===== config.mk =====
export PLATFORM = sky130hd
export DESIGN_NAME = mime_encoded_word_decoder_core
export DESIGN_NICKNAME = d
export VERILOG_FILES = /design/src/sv/mewd_pkg.sv /design/src/sv/mewd_front.sv /design/src/sv/mewd_queue.sv /design/src/sv/mewd_back.sv /design/src/sv/mime_encoded_word_decoder_core.sv
export SDC_FILE = /design/constraint.sdc
export NUM_CORES = 1
export LEC_CHECK = 0
export BUFFER_PORTS_ARGS = -buffer_cell sky130_fd_sc_hd__buf_2
export CAP_MARGIN = 20
export CELL_PAD_IN_SITES_DETAIL_PLACEMENT = 0
export CELL_PAD_IN_SITES_GLOBAL_PLACEMENT = 2
export CORE_MARGIN = 2
export CORE_UTILIZATION = 39
export CTS_CLUSTER_DIAMETER = 30
export DETAILED_ROUTE_END_ITERATION = 10
export HOLD_SLACK_MARGIN = 0.05
export PLACE_DENSITY_LB_ADDON = 0.1
export SYNTH_ARGS = -nofsm -noshare
export SYNTH_HDL_FRONTEND = slang
export SYNTH_SLANG_ARGS = --single-unit

===== constraint.sdc =====
create_clock -name clock -period 9.9 [get_ports clock]
set_input_delay 0.99 -clock clock [delete_from_list [all_inputs] [get_ports clock]]
set_output_delay 0.99 -clock clock [all_outputs]
set_load 0.01 [all_outputs]

===== src/sv/mewd_pkg.sv =====
package mewd_pkg;

   // most results one header byte can cause
   localparam int MaxResults = 3;

   // results of one accepted byte, handed from the parser to the output side
   typedef struct packed {
      logic [MaxResults-1:0][7:0] bytes;   // decoded bytes, first in entry 0
      logic [1:0]                 count;   // number of decoded bytes, 0 to 3
      logic                       last;    // byte closed the text
   } group_type;

endpackage


===== src/sv/mewd_front.sv =====
module mewd_front (
   input  logic                clock,
   input  logic                reset,
   input  logic                accept,
   input  logic [7:0]          in_byte,
   input  logic                in_last,
   output logic                push,
   output mewd_pkg::group_type group
);

   typedef enum logic [3:0] {
      M_PLAIN   = 4'd0,
      M_SAWEQ   = 4'd1,
      M_CHARSET = 4'd2,
      M_LETTER  = 4'd3,
      M_SKIP_Q  = 4'd4,
      M_SKIP_B  = 4'd5,
      M_SKIP_X  = 4'd6,
      M_B_DATA  = 4'd7,
      M_B_QMARK = 4'd8,
      M_B_PAD   = 4'd9,
      M_B_PADQ  = 4'd10,
      M_Q_DATA  = 4'd11,
      M_Q_QMARK = 4'd12,
      M_Q_EQ    = 4'd13,
      M_Q_HEX   = 4'd14
   } mode_type;

   typedef struct packed {
      logic [1:0][7:0] b;
      logic [1:0]      n;
   } flush_type;

   localparam logic [7:0] CH_EQ = 8'h3D;
   localparam logic [7:0] CH_QM = 8'h3F;
   localparam logic [7:0] CH_US = 8'h5F;
   localparam logic [7:0] CH_SP = 8'h20;
   localparam logic [7:0] CH_CR = 8'h0D;
   localparam logic [7:0] CH_LF = 8'h0A;
   localparam logic [7:0] CH_UQ = 8'h51;
   localparam logic [7:0] CH_LQ = 8'h71;
   localparam logic [7:0] CH_UB = 8'h42;
   localparam logic [7:0] CH_LB = 8'h62;
   localparam logic [7:0] NoSextet  = 8'd100;
   localparam logic [7:0] SextetEnd = 8'd255;

   function automatic logic [7:0] sextet_of(input logic [7:0] c);
      logic [7:0] r;
      if (c >= 8'h41 && c <= 8'h5A)      r = c - 8'h41;
      else if (c >= 8'h61 && c <= 8'h7A) r = c - 8'h61 + 8'd26;
      else if (c >= 8'h30 && c <= 8'h39) r = c - 8'h30 + 8'd52;
      else if (c == 8'h2B)               r = 8'd62;
      else if (c == 8'h2F)               r = 8'd63;
      else if (c == CH_EQ || c == 8'h00 || c == 8'hFF) r = SextetEnd;
      else                               r = NoSextet;
      return r;
   endfunction

   // bit 4 set: not a hex digit
   function automatic logic [4:0] hex_of(input logic [7:0] c);
      logic [7:0] r;
      if (c >= 8'h30 && c <= 8'h39)      r = c - 8'h30;
      else if (c >= 8'h41 && c <= 8'h46) r = c - 8'h41 + 8'd10;
      else if (c >= 8'h61 && c <= 8'h66) r = c - 8'h61 + 8'd10;
      else                               r = 8'h10;
      return r[4:0];
   endfunction

   // bytes left in a partial base64 group
   function automatic flush_type flush_of(input logic [17:0] acc, input logic [1:0] cnt);
      flush_type f;
      f.b[0] = (cnt == 2'd3) ? acc[17:10] : acc[11:4];
      f.b[1] = acc[9:2];
      case (cnt)
         2'd2:    f.n = 2'd1;
         2'd3:    f.n = 2'd2;
         default: f.n = 2'd0;
      endcase
      return f;
   endfunction

   mode_type    mode_ff, mode_in;
   logic [17:0] acc_ff, acc_in;
   logic [1:0]  cnt_ff, cnt_in;
   logic [3:0]  nib_ff, nib_in;

   logic [3:0][7:0] e_buf;
   logic [1:0]      e_n;

   always_comb begin
      logic       do_plain;
      logic       do_b;
      logic       do_q;
      logic [7:0] v;
      logic [4:0] h;
      logic [23:0] w;
      flush_type  f;

      mode_in  = mode_ff;
      acc_in   = acc_ff;
      cnt_in   = cnt_ff;
      nib_in   = nib_ff;
      e_buf    = '0;
      e_n      = 2'd0;
      do_plain = 1'b0;
      do_b     = 1'b0;
      do_q     = 1'b0;
      v        = sextet_of(in_byte);
      h        = hex_of(in_byte);
      w        = {acc_ff, v[5:0]};
      f        = flush_of(acc_ff, cnt_ff);

      unique case (mode_ff)
         M_SAWEQ: begin
            if (in_byte == CH_QM) mode_in = M_CHARSET;
            else begin
               e_buf[e_n] = CH_EQ; e_n = e_n + 2'd1;
               do_plain = 1'b1;
            end
         end
         M_CHARSET: if (in_byte == CH_QM) mode_in = M_LETTER;
         M_LETTER: begin
            if (in_byte == CH_UQ || in_byte == CH_LQ)      mode_in = M_SKIP_Q;
            else if (in_byte == CH_UB || in_byte == CH_LB) mode_in = M_SKIP_B;
            else                                           mode_in = M_SKIP_X;
         end
         M_SKIP_Q: mode_in = M_Q_DATA;
         M_SKIP_B: begin
            acc_in  = '0;
            cnt_in  = 2'd0;
            mode_in = M_B_DATA;
         end
         M_SKIP_X: mode_in = M_PLAIN;
         M_B_DATA: do_b = 1'b1;
         M_B_QMARK: begin
            if (in_byte == CH_EQ) begin
               for (int i = 0; i < 2; i++) begin
                  if (2'(i) < f.n) begin
                     e_buf[e_n] = f.b[i]; e_n = e_n + 2'd1;
                  end
               end
               acc_in  = '0;
               cnt_in  = 2'd0;
               mode_in = M_PLAIN;
            end else do_b = 1'b1;
         end
         M_B_PAD: begin
            if (in_byte == CH_QM)      mode_in = M_B_PADQ;
            else if (in_byte != CH_EQ) do_plain = 1'b1;
         end
         M_B_PADQ: begin
            if (in_byte == CH_EQ) mode_in = M_PLAIN;
            else begin
               e_buf[e_n] = CH_QM; e_n = e_n + 2'd1;
               do_plain = 1'b1;
            end
         end
         M_Q_DATA: do_q = 1'b1;
         M_Q_QMARK: begin
            if (in_byte == CH_EQ) mode_in = M_PLAIN;
            else                  do_q = 1'b1;
         end
         M_Q_EQ: begin
            mode_in = M_Q_DATA;
            if (!h[4]) begin
               nib_in  = h[3:0];
               mode_in = M_Q_HEX;
            end else if (in_byte != CH_CR && in_byte != CH_LF) begin
               e_buf[e_n] = CH_EQ;   e_n = e_n + 2'd1;
               e_buf[e_n] = in_byte; e_n = e_n + 2'd1;
            end
         end
         M_Q_HEX: begin
            mode_in = M_Q_DATA;
            if (!h[4])                                    e_buf[e_n] = {nib_ff, h[3:0]};
            else if (in_byte == CH_CR || in_byte == CH_LF) e_buf[e_n] = in_byte;
            else                                          e_buf[e_n] = CH_SP;
            e_n = e_n + 2'd1;
         end
         default: do_plain = 1'b1;
      endcase

      if (do_plain) begin
         if (in_byte == CH_EQ) mode_in = M_SAWEQ;
         else begin
            mode_in = M_PLAIN;
            e_buf[e_n] = in_byte; e_n = e_n + 2'd1;
         end
      end

      if (do_b) begin
         if (in_byte == CH_QM) mode_in = M_B_QMARK;
         else begin
            mode_in = M_B_DATA;
            if (v == SextetEnd) begin
               for (int i = 0; i < 2; i++) begin
                  if (2'(i) < f.n) begin
                     e_buf[e_n] = f.b[i]; e_n = e_n + 2'd1;
                  end
               end
               acc_in  = '0;
               cnt_in  = 2'd0;
               mode_in = M_B_PAD;
            end else if (v != NoSextet) begin
               if (cnt_ff == 2'd3) begin
                  e_buf[e_n] = w[23:16]; e_n = e_n + 2'd1;
                  e_buf[e_n] = w[15:8];  e_n = e_n + 2'd1;
                  e_buf[e_n] = w[7:0];   e_n = e_n + 2'd1;
                  acc_in = '0;
                  cnt_in = 2'd0;
               end else begin
                  acc_in = {acc_ff[11:0], v[5:0]};
                  cnt_in = cnt_ff + 2'd1;
               end
            end
         end
      end

      if (do_q) begin
         mode_in = M_Q_DATA;
         if (in_byte == CH_US) begin
            e_buf[e_n] = CH_SP; e_n = e_n + 2'd1;
         end else if (in_byte == CH_QM) mode_in = M_Q_QMARK;
         else if (in_byte == CH_EQ)     mode_in = M_Q_EQ;
         else begin
            e_buf[e_n] = in_byte; e_n = e_n + 2'd1;
         end
      end

      // end of text: emit a held = or ?, or leftover base64 bytes, then back to reset state
      if (in_last) begin
         f = flush_of(acc_in, cnt_in);
         case (mode_in)
            M_SAWEQ: begin
               e_buf[e_n] = CH_EQ; e_n = e_n + 2'd1;
            end
            M_B_DATA, M_B_QMARK: begin
               for (int i = 0; i < 2; i++) begin
                  if (2'(i) < f.n) begin
                     e_buf[e_n] = f.b[i]; e_n = e_n + 2'd1;
                  end
               end
            end
            M_B_PADQ, M_Q_QMARK: begin
               e_buf[e_n] = CH_QM; e_n = e_n + 2'd1;
            end
            default: ;
         endcase
         mode_in = M_PLAIN;
         acc_in  = '0;
         cnt_in  = 2'd0;
         nib_in  = 4'd0;
      end
   end

   assign push        = accept && (e_n != 2'd0 || in_last);
   assign group.bytes = e_buf[mewd_pkg::MaxResults-1:0];
   assign group.count = e_n;
   assign group.last  = in_last;

   always_ff @(posedge clock) begin
      if (reset) begin
         mode_ff <= M_PLAIN;
         acc_ff  <= '0;
         cnt_ff  <= 2'd0;
         nib_ff  <= 4'd0;
      end else if (accept) begin
         mode_ff <= mode_in;
         acc_ff  <= acc_in;
         cnt_ff  <= cnt_in;
         nib_ff  <= nib_in;
      end
   end

endmodule


===== src/sv/mewd_queue.sv =====
module mewd_queue #(
   parameter int DEPTH = 2
) (
   input  logic                clock,
   input  logic                reset,
   input  logic                push,
   input  mewd_pkg::group_type push_group,
   input  logic                pop,
   output mewd_pkg::group_type head,
   output logic                full,
   output logic                not_empty
);

   localparam int PtrW = (DEPTH > 1) ? $clog2(DEPTH) : 1;
   localparam int CntW = $clog2(DEPTH + 1);

   mewd_pkg::group_type [DEPTH-1:0] slot_ff;
   logic [PtrW-1:0] wr_ptr_ff, rd_ptr_ff;
   logic [CntW-1:0] count_ff;

   assign full      = (count_ff == CntW'(DEPTH));
   assign not_empty = (count_ff != '0);
   assign head      = slot_ff[rd_ptr_ff];

   function automatic logic [PtrW-1:0] next_ptr(input logic [PtrW-1:0] p);
      return (p == PtrW'(DEPTH - 1)) ? '0 : p + PtrW'(1);
   endfunction

   always_ff @(posedge clock) begin
      if (push) slot_ff[wr_ptr_ff] <= push_group;
   end

   always_ff @(posedge clock) begin
      if (reset) begin
         wr_ptr_ff <= '0;
         rd_ptr_ff <= '0;
         count_ff  <= '0;
      end else begin
         if (push) wr_ptr_ff <= next_ptr(wr_ptr_ff);
         if (pop)  rd_ptr_ff <= next_ptr(rd_ptr_ff);
         if (push && !pop)      count_ff <= count_ff + CntW'(1);
         else if (pop && !push) count_ff <= count_ff - CntW'(1);
      end
   end

endmodule


===== src/sv/mewd_back.sv =====
module mewd_back (
   input  logic                clock,
   input  logic                reset,
   input  mewd_pkg::group_type head,
   input  logic                not_empty,
   output logic                pop,
   output logic                out_valid,
   input  logic                out_ready,
   output logic [7:0]          out_byte,
   output logic                byte_valid,
   output logic                run_last,
   output logic                text_end
);

   logic [1:0] idx_ff, idx_in;
   logic       valid_ff;
   logic [7:0] byte_ff;
   logic       bval_ff, rlast_ff, tend_ff;

   logic       load;
   logic [1:0] last_idx;
   logic       at_last;

   assign load     = not_empty && (!valid_ff || out_ready);
   assign last_idx = (head.count == 2'd0) ? 2'd0 : head.count - 2'd1;
   assign at_last  = (idx_ff == last_idx);
   assign pop      = load && at_last;
   assign idx_in   = at_last ? 2'd0 : idx_ff + 2'd1;

   always_ff @(posedge clock) begin
      if (load) begin
         byte_ff  <= (head.count == 2'd0) ? 8'd0 : head.bytes[idx_ff];
         bval_ff  <= (head.count != 2'd0);
         rlast_ff <= at_last;
         tend_ff  <= at_last && head.last;
      end
   end

   always_ff @(posedge clock) begin
      if (reset) begin
         valid_ff <= 1'b0;
         idx_ff   <= 2'd0;
      end else begin
         if (load)           valid_ff <= 1'b1;
         else if (out_ready) valid_ff <= 1'b0;
         if (load) idx_ff <= idx_in;
      end
   end

   assign out_valid  = valid_ff;
   assign out_byte   = byte_ff;
   assign byte_valid = bval_ff;
   assign run_last   = rlast_ff;
   assign text_end   = tend_ff;

endmodule


===== src/sv/mime_encoded_word_decoder_core.sv =====
// streaming decoder for header text holding encoded words =?charset?X?payload?=
// with X one of B, b, Q, q; bytes outside encoded words pass through. one text
// byte is taken per transfer on req_ (tlast on the final byte) and each byte
// yields zero to three result transfers on rsp_; the final byte always yields
// at least one, an empty marker with byte_valid low if it decodes to nothing.
// the parser takes one byte per cycle while the queue is not full; the output
// register sends one result per cycle while rsp_tready is high, so sustained
// rate is one byte per cycle while bytes average at most one result, and a
// byte with k results takes k output transfers. a queue of QUEUE_DEPTH result
// groups sits between parser and output, so req_tready only drops when that
// queue is full.
module mime_encoded_word_decoder_core #(
   parameter int QUEUE_DEPTH = 2   // result groups buffered, 2 to 32
) (
   input  logic       clock,
   input  logic       reset,
   // input stream
   input  logic       req_tvalid,
   output logic       req_tready,
   input  logic [7:0] req_tdata,   // [7:0] in_byte
   input  logic       req_tlast,   // message_end
   // result stream
   output logic       rsp_tvalid,
   input  logic       rsp_tready,
   output logic [7:0] rsp_tdata,   // [7:0] out_byte
   output logic [1:0] rsp_tuser,   // [0] byte_valid, [1] text_end
   output logic       rsp_tlast    // run_last
);

   logic                accept;
   logic                push;
   logic                pop;
   logic                full;
   logic                not_empty;
   mewd_pkg::group_type push_group;
   mewd_pkg::group_type head;
   logic                byte_valid;
   logic                text_end;

   // front side stalls only on a full queue
   assign req_tready = !full;
   assign accept     = req_tvalid && req_tready;

   // parser: mode tracking, base64 and q decoding of one byte per transfer
   mewd_front u_front (
      .clock   (clock),
      .reset   (reset),
      .accept  (accept),
      .in_byte (req_tdata),
      .in_last (req_tlast),
      .push    (push),
      .group   (push_group)
   );

   // groups of up to three decoded bytes wait here
   mewd_queue #(
      .DEPTH (QUEUE_DEPTH)
   ) u_queue (
      .clock      (clock),
      .reset      (reset),
      .push       (push),
      .push_group (push_group),
      .pop        (pop),
      .head       (head),
      .full       (full),
      .not_empty  (not_empty)
   );

   // output side: walks a group one result per transfer
   mewd_back u_back (
      .clock      (clock),
      .reset      (reset),
      .head       (head),
      .not_empty  (not_empty),
      .pop        (pop),
      .out_valid  (rsp_tvalid),
      .out_ready  (rsp_tready),
      .out_byte   (rsp_tdata),
      .byte_valid (byte_valid),
      .run_last   (rsp_tlast),
      .text_end   (text_end)
   );

   assign rsp_tuser = {text_end, byte_valid};

endmodule

# Word level (Yosys, flattened, before mapping)
# Cells that the tools add are included.
word_totals:
  word_cells: 350
  out_inout_bits: 13
  regBits: 100
op_classes:
  n_eq_ne: 43
  order_cmp: 34
  n_bitwise: 9
  n_reduce_logical: 49
  n_addsub: 23
  n_mux: 169
op_table:
  columns: ["cell", "n"]
  rows:
  - ["32-bit two-way mux", 21]
  - ["32-bit bitwise mux", 10]
  - ["8-bit two-way mux", 23]
  - ["8-bit demux with 2-bit select", 9]
  - ["18-bit two-way mux", 7]
  - ["27-bit two-way mux", 3]
  - ["2-bit two-way mux", 40]
  - ["24-bit case mux with 3 select lines", 1]
  - ["4-bit two-way mux", 16]
  - ["54-bit bitwise mux", 1]
  - ["16-bit two-way mux", 3]
  - ["24-bit two-way mux", 2]
  - ["4-bit == test, second input constant", 10]
  - ["8-bit by 7-bit == test with 1-bit output, second input constant", 5]
  - ["8-bit case mux with 5 select lines", 1]
  - ["18-bit case mux with 2 select lines", 1]
  - ["4-bit case mux with 9 select lines", 1]
  - ["8-bit by 6-bit == test with 1-bit output, second input constant", 4]
  - ["8-bit by 7-bit <= comparator with 1-bit output, second input constant", 4]
  - ["2-bit by 3-bit < comparator with 1-bit output, second input constant", 10]
  - ["28-bit AND", 1]
  - ["28-bit inverter", 1]
  - ["27-bit demux with 1-bit select", 1]
  - ["2-bit by 1-bit adder with 2-bit output, second input constant", 12]
  - ["other kinds (52)", 140]

# Longest topological paths before layout
# Gate-level depths: netlist (run 1).
depth:
  depth_word: 43
  ltp_mapped: 37

# By module
# From an unflattened synthesis (run 1), not the netlist that was laid out.
unflattened:
  cells_unflattened: 1352
  hier_area_um2: 10385.0
by_module_without_submodules:
  columns: ["mod", "seq_area_each_um2", "area_per_inst_um2", "instances", "cells_each"]
  rows:
  - ["mewd_front", 560.5, 7442.1, 1, 1168]
  - ["mewd_queue", 1701.6, 2139.6, 1, 104]
  - ["mewd_back", 390.4, 778.2, 1, 76]
  - ["mime_encoded_word_decoder_core", 0.0, 25.0, 1, 4]

# Least setup slack after synthesis (run 1)
# OpenSTA, ideal clock, no wires.
synth_path:
  path_kind: "input to register"
  startpoint: "input port req_tdata[4]"
  endpoint: "register u_queue.slot_ff[31] (netlist bit), data pin"
  arrival_ps: 7331
  t_required_ps: 9637
  stages: 35
  setup_slack_ps: 2306
  cell_sequence: "ha_1 clkbuf_1 nor4bb_1 clkbuf_1 and2_1 clkbuf_1 and3_1 clkbuf_1 clkbuf_1 a21oi_1 ha_1 a221o_1 ha_1 nor2_1 a21oi_1 inv_1 ha_1 nand2_1 o21ai_0 a21oi_1 nand2_1 nand2_1 inv_1 ha_1 o21ai_0 a21o_1 inv_1 ha_1 inv_1 mux2i_1 ha_1 o21ai_1 buf_2 a31o_1 a211o_1"
synth_lines:
  columns: ["item", "line_no", "rtl"]
  rows:
  - ["from (decl)", "mime_encoded_word_decoder_core.sv:20", "input logic [7:0] req_tdata,"]
  - ["to (signal, indexed assignment)", "mewd_queue.sv:30", "if (push) slot_ff[wr_ptr_ff] <= push_group;"]
  - ["to (decl)", "mewd_queue.sv:17", "mewd_pkg::group_type [DEPTH-1:0] slot_ff;"]

==> flow_summary.toml, run 1 <==
[detailed_routing]
first_iter_violations = 1442
finalWirelength_um = 42500
drcViolationCount = 0
drtAntennaViolNets = 0
routedWlPerCell_um = 26.3
drtPass1Iterations = 6
routed_via_density = 6.70
vias = 10800

[clock_network]
cts.sinks = 100
path_clk_slew_ns = 0.07
cts_tree = "done"
clock_latency_ns = 0.36
clockRootBuffer = "clkbuf_16"
cts_resized = 0
clockBufferDepth = 2
cts_buffers = 9
htreeDepth = 3
cts_setup_buffers = 0
cts_hold_buf = 0

[yosys]
yosysTopAreaCellShare = 0.192
synth.area.top_cells = "edfxtp_1 (19%), dfxtp_1 (6.9%), a21oi_1 (5.5%)"
synth_top_area_cell = "edfxtp_1"
yosysUniqueCellTypes = 86
avgSynthCellArea_sq_um = 7.65
synth_seq_cells = 100
ys_dominant_reg_cell = "edfxtp_1"
ys_seq_area_frac = 0.261
syn_area_sq_um = 10200
async_flop_share = 0
netlist_instances = 1328
synth_edf_count = 65
yosysWarnings = 0
syn-num-nets = 1379

[final_layout]
antennaDiodeCount = 0
stdcell_count = 1618
drive_gt1_frac = 0.0928
syn_to_final_growth_pct = 5.85
nets = 1329

[die]
die_y_um = 165
num_io_pins = 26
coreArea_sq_um = 25800
die_x_um = 165
num_rows = 59
fp.dieArea_sq_um = 27400
start_util = 0.393

[critical_path]
required_ns = 9.99
end_kind = "register"
timing.critical_path.buf_inv = 6
cp_slowest_cell = "and3_1"
crit_path_start_kind = "primary input"
path_class = "primary input to register"
critPathTopFamily = "compound AO/OA/AOI/OAI gates"
crit_arrival_ns = 8.45
max_stage_delay_ns = 0.62
crit_top_cell = "ha_1"
cp_max_fo = 21

[sta]
tns_ns = 0
period_share = 0.844
slew-limit-headroom = 0.256
finClkSkew_ns = 0.0145
slew_viol_final = 0
setup_viol = 0
max_freq_ghz = 0.120
period_needed_ns = 8.36
hold_viol = 0
rsz0062_at_grt = "false"
tightest_slew_ns = 1.10

[pwr]
power_frac_clock = 0.286
p_comb_frac = 0.284
seq_power_share = 0.429
p_leak_uw = 0.00366
p_per_area_nw_per_um2 = 119
internal_power_uw = 865
vdd_ir_drop_max_uv = 138
p_switching_uw = 418
swShare = 0.326

[global_routing]
grt_max_degree = 38
grt_use_total = 0.312
antenna_found_initial = 1
gr-total-overflow = 0
grt_pass1_wl_um = 63800
grt_pass1_vias = 9898

[run_status]
outcome = "completed"

[placed_design]
dp_hpwl_um = 31500
gp_congestion = 0.956
dp.cells = 1600
port_buffers = 25

[flow_run]
drv_cap = 0

[hold_path]
hp-class = "register to register"
-- state kept, by name (all words and copies together), names as in the netlist, 2 cells and up --
name	flops
u_queue.slot_ff	54
u_back.out_byte	8
u_front.nib_ff	4
u_queue.count_ff	2
u_front.mode_ff	4
u_front.cnt_ff	2
u_back.idx_ff	2
u_front.acc_ff	18
-- per-layer routing --
layer	vias up	global-route usage	routed length (um)
met2	541	0.443	17700
li1	4978	-	-
met1	5224	0.452	19300
met5	-	0	0
met3	94	0.0654	3490
met4	0	0.136	2060
-- synthesized netlist by cell type, types with 10 or more instances --
cell type / number
nor2_1: 145
nand2_1: 119
a21oi_1: 111
o21ai_0: 91
clkbuf_1: 86
edfxtp_1: 65
a22oi_1: 48
inv_1: 42
nor3_1: 39
ha_1: 38
dfxtp_1: 35
a211oi_1: 33
nand3_1: 32
o211ai_1: 28
mux2i_1: 21
a31oi_1: 19
and2_1: 18
buf_2: 16
nand2b_1: 15
nand4_1: 15
and3_1: 14
mux2_2: 13
o221ai_1: 13
a221oi_1: 12
a22o_1: 12
or2_2: 11
a32oi_1: 10
nor2b_1: 10
o22ai_1: 10
-- layout make-up --
type                            count  area (sq um)
Fill cell                        2716         15100
Multi-Input combinational cell   1070          6880
Sequential cell                   100          2650
Tap cell                          335           419
Timing Repair Buffer               54           338
Clock buffer                       10           229
Inverter                           43           161
Clock inverter                      6          76.3
-- tightest hold or removal path, delay by kind of cell, from the launching register on --
family             cells  cell delay (ns)
DFF                    1             0.32
and+or+nand+nor        1             0.06
AOI/OAI and AO/OA      1             0.05
-- power groups by stage --
stage / Sequential, uW / Clock (uW) / Combinational, uW
final: 551 / 367 / 365
after global routing: 559 / 397 / 400
after CTS: 552 / 377 / 364
after detailed placement: 561 / 0 / 363
after global placement: 560 / 0 / 359
after floorplan: 561 / 0 / 250
-- kinds of logic after synthesis --
group / Yosys count / synth area share
AOI/OAI and AO/OA: 510 / 0.345
DFF: 100 / 0.261
adders and majority gates: 38 / 0.0468
buffers and inverters: 158 / 0.0626
muxes: 42 / 0.0528
and+or+nand+nor: 465 / 0.219
xor gates and xnor gates: 15 / 0.0129
-- worst paths after layout --
kind / start / end / slack (ns) / cells past startpoint
max: req_tdata[3] / u_queue.slot_ff[4] / 1.54 / 32
min: u_back.idx_ff[1] / u_back.idx_ff[1] / 0.47 / 2
max reg2reg: u_front.mode_ff[3] / u_queue.slot_ff[4] / 2.37 / 29
min reg2reg: u_back.idx_ff[1] / u_back.idx_ff[1] / 0.47 / 2
-- placed cells by master, fill, tap and decap left out, drive strengths merged, types with 15 or more instances in the layout --
master  synthesis  layout
o211ai         28      28
nor2          146     146
a22oi          48      48
a31oi          19      19
inv            42      46
nand4          15      15
nor3           39      39
a211oi         35      35
ha             38      38
nand3          32      32
nand2b         15      15
buf            29      53
mux2i          21      21
and2           19      19
o21ai          98      98
edfxtp         65      65
dfxtp          35      35
nand2         119     119
a21oi         112     112
-- per-stage QoR --
| stage | total power, uW | cell area [sq um] | util | hold WS, ns | setup slack (ns) |
|---|---|---|---|---|---|
| after global routing | 1360 | 10800 | 0.416 | 0.496 | 0.803 |
| final | 1280 | 10800 | 0.416 | 0.466 | 1.54 |
| after detailed placement | 924 | 10400 | 0.404 | 0.463 | 1.33 |
| after floorplan | 810 | 10200 | - | 0.440 | 2.31 |
| after global placement | 919 | 10400 | 0.404 | 0.459 | 1.52 |
| after CTS | 1290 | 10700 | 0.416 | 0.474 | 1.70 |
Note: power is estimated with default switching activity, not from simulation.
==> run 2: changes to the inputs <==
==> constraint.sdc (replaced) <==
create_clock -name clock -period 8.5 [get_ports clock]
set_input_delay 0.85 -clock clock [delete_from_list [all_inputs] [get_ports clock]]
set_output_delay 0.85 -clock clock [all_outputs]
set_load 0.01 [all_outputs]
==> run 2 against run 1 <==
  * Design area increased by 1.7%
  * Sequential cell count unchanged
  * Worst hold slack improved by 0.0094 ns
  * Combinational power rose by 20%
  * Largest cell class unchanged
  * Critical path depth grew 2
  * Sequential share of layout area fell by 0.41 points
==> flow_summary.toml, run 2 (same netlist as run 1, synthesis figures left out) <==
[run_status]
outcome = "completed"

[hold_path]
holdCritStartpoint = "u_back.idx_ff[1]"
hold_depth = 2
hp-class = "register to register"

[final_layout]
drive_gt1_frac = 0.110
antennaDiodeCount = 0
layout_common_cells = "nor2_1 (143), nand2_1 (119), a21oi_1 (111)"
syn_to_final_growth_pct = 7.65
top_register = "u_queue.slot_ff"
layout_commonest_cell = "nor2_1"
nets = 1353
largest_reg_flops = 54
final_area_sq_um = 10900

[sta]
hold_viol = 0
max_freq_ghz = 0.132
tns_ns = 0
slew-limit-headroom = 0.247
finClkSkew_ns = 0.0136
slew_viol_final = 0
tightest_slew_ns = 1.13
rsz0062_at_grt = "false"
setup_viol = 0
worst_slack_ns = 0.947
period_needed_ns = 7.55
period_share = 0.889

[global_routing]
grt_use_total = 0.318
grt_pass1_vias = 9842
grt_pass1_wl_um = 64600
antenna_found_initial = 0
grt_max_degree = 37
gr-total-overflow = 0

[detailed_routing]
drtAntennaViolNets = 0
routedWlPerCell_um = 26.3
routed_via_density = 6.62
drtPass1Iterations = 8
drcViolationCount = 0
first_iter_violations = 1369
vias = 10900
finalWirelength_um = 43100

[clock_network]
clockBufferDepth = 2
htreeDepth = 3
cts.sinks = 100
cts_setup_buffers = 0
cts_tree = "done"
clock_latency_ns = 0.36
cts_hold_buf = 0
cts_resized = 0
clockRootBuffer = "clkbuf_16"
path_clk_slew_ns = 0.08
cts_buffers = 9

[placed_design]
gp_congestion = 0.963
placed_cell_area_sq_um = 10600
port_buffers = 25
dp_hpwl_um = 32200
place_ws_ns = 0.666

[die]
die_x_um = 165
num_io_pins = 26
fp.dieArea_sq_um = 27400
start_util = 0.393
num_rows = 59
die_y_um = 165
coreArea_sq_um = 25800

[pwr]
vdd_ir_drop_max_uv = 148
p_per_area_nw_per_um2 = 137
power_uw = 1500
p_leak_uw = 0.00376

[flow_run]
drv_cap = 0

[critical_path]
crit_path_start_kind = "primary input"
r2r_cells = 30
cp_max_fo = 12
crit_arrival_ns = 7.66
max_stage_delay_ns = 0.46
crit_top_cell = "ha_1"
end_kind = "register"
path_class = "primary input to register"
crit_start = "req_tdata[0]"
regToRegStartpoint = "u_front.mode_ff[1]"
required_ns = 8.61
cp_slowest_cell = "ha_1"
run 2: cell count changes in the layout (fill, tap and decap cells not counted), sizes merged:
cell / previous run / this run
clkbuf: 11 / 9
bufinv: 1 / 0
clkinv: 2 / 3
buf: 53 / 78
inv: 46 / 45
clkinvlp: 0 / 2
run 2: final cells by class:
| type | count | area, sq um |
|---|---|---|
| well taps | 335 | 419 |
| clock inverters | 7 | 67.6 |
| flip-flops and latches | 100 | 2650 |
| fillers | 2711 | 14900 |
| clock buffers | 9 | 225 |
| inverters | 43 | 161 |
| repair buffers | 78 | 523 |
| multi-input cells | 1070 | 6890 |
run 2: path summary, 6_finish.rpt:
kind / slack [ns] / endpoint
worst max-delay path: 0.95 / u_queue.slot_ff[31]
worst min-delay path: 0.48 / u_back.idx_ff[1]
worst max register to register: 1.54 / u_queue.slot_ff[31]
worst min register to register: 0.48 / u_back.idx_ff[1]
run 2: worst max-delay path, delay by kind of cell:
kind            cells  cell delay, ns
compound gates     14            3.07
simple gates        4            0.27
buf+inv             8            0.96
mux                 1            0.25
fa+ha+maj           7            2.24
run 2: through the flow:
stage / cells / hold slack, ns / utilization
after detailed placement: 1626 / 0.473 / 0.412
after global placement: 1626 / 0.457 / 0.412
after CTS: 1642 / 0.483 / 0.423
after floorplan: 1328 / 0.440 / -
after global routing: 1642 / 0.501 / 0.423
final: 1642 / 0.475 / 0.423
run 2: where the power goes:
| group | internal, uW | switching, uW |
|---|---|---|
| clock | 206 | 213 |
| combinational | 170 | 268 |
| sequential | 609 | 31.6 |
| total | 986 | 513 |
run 2: metal layers:
metal,global-route usage,vias up,part of all wire
li1,-,5027,-
met2,0.466,536,0.42
met3,0.0467,82,0.075
met5,0,-,0
met1,0.464,5232,0.46
met4,0.129,0,0.045
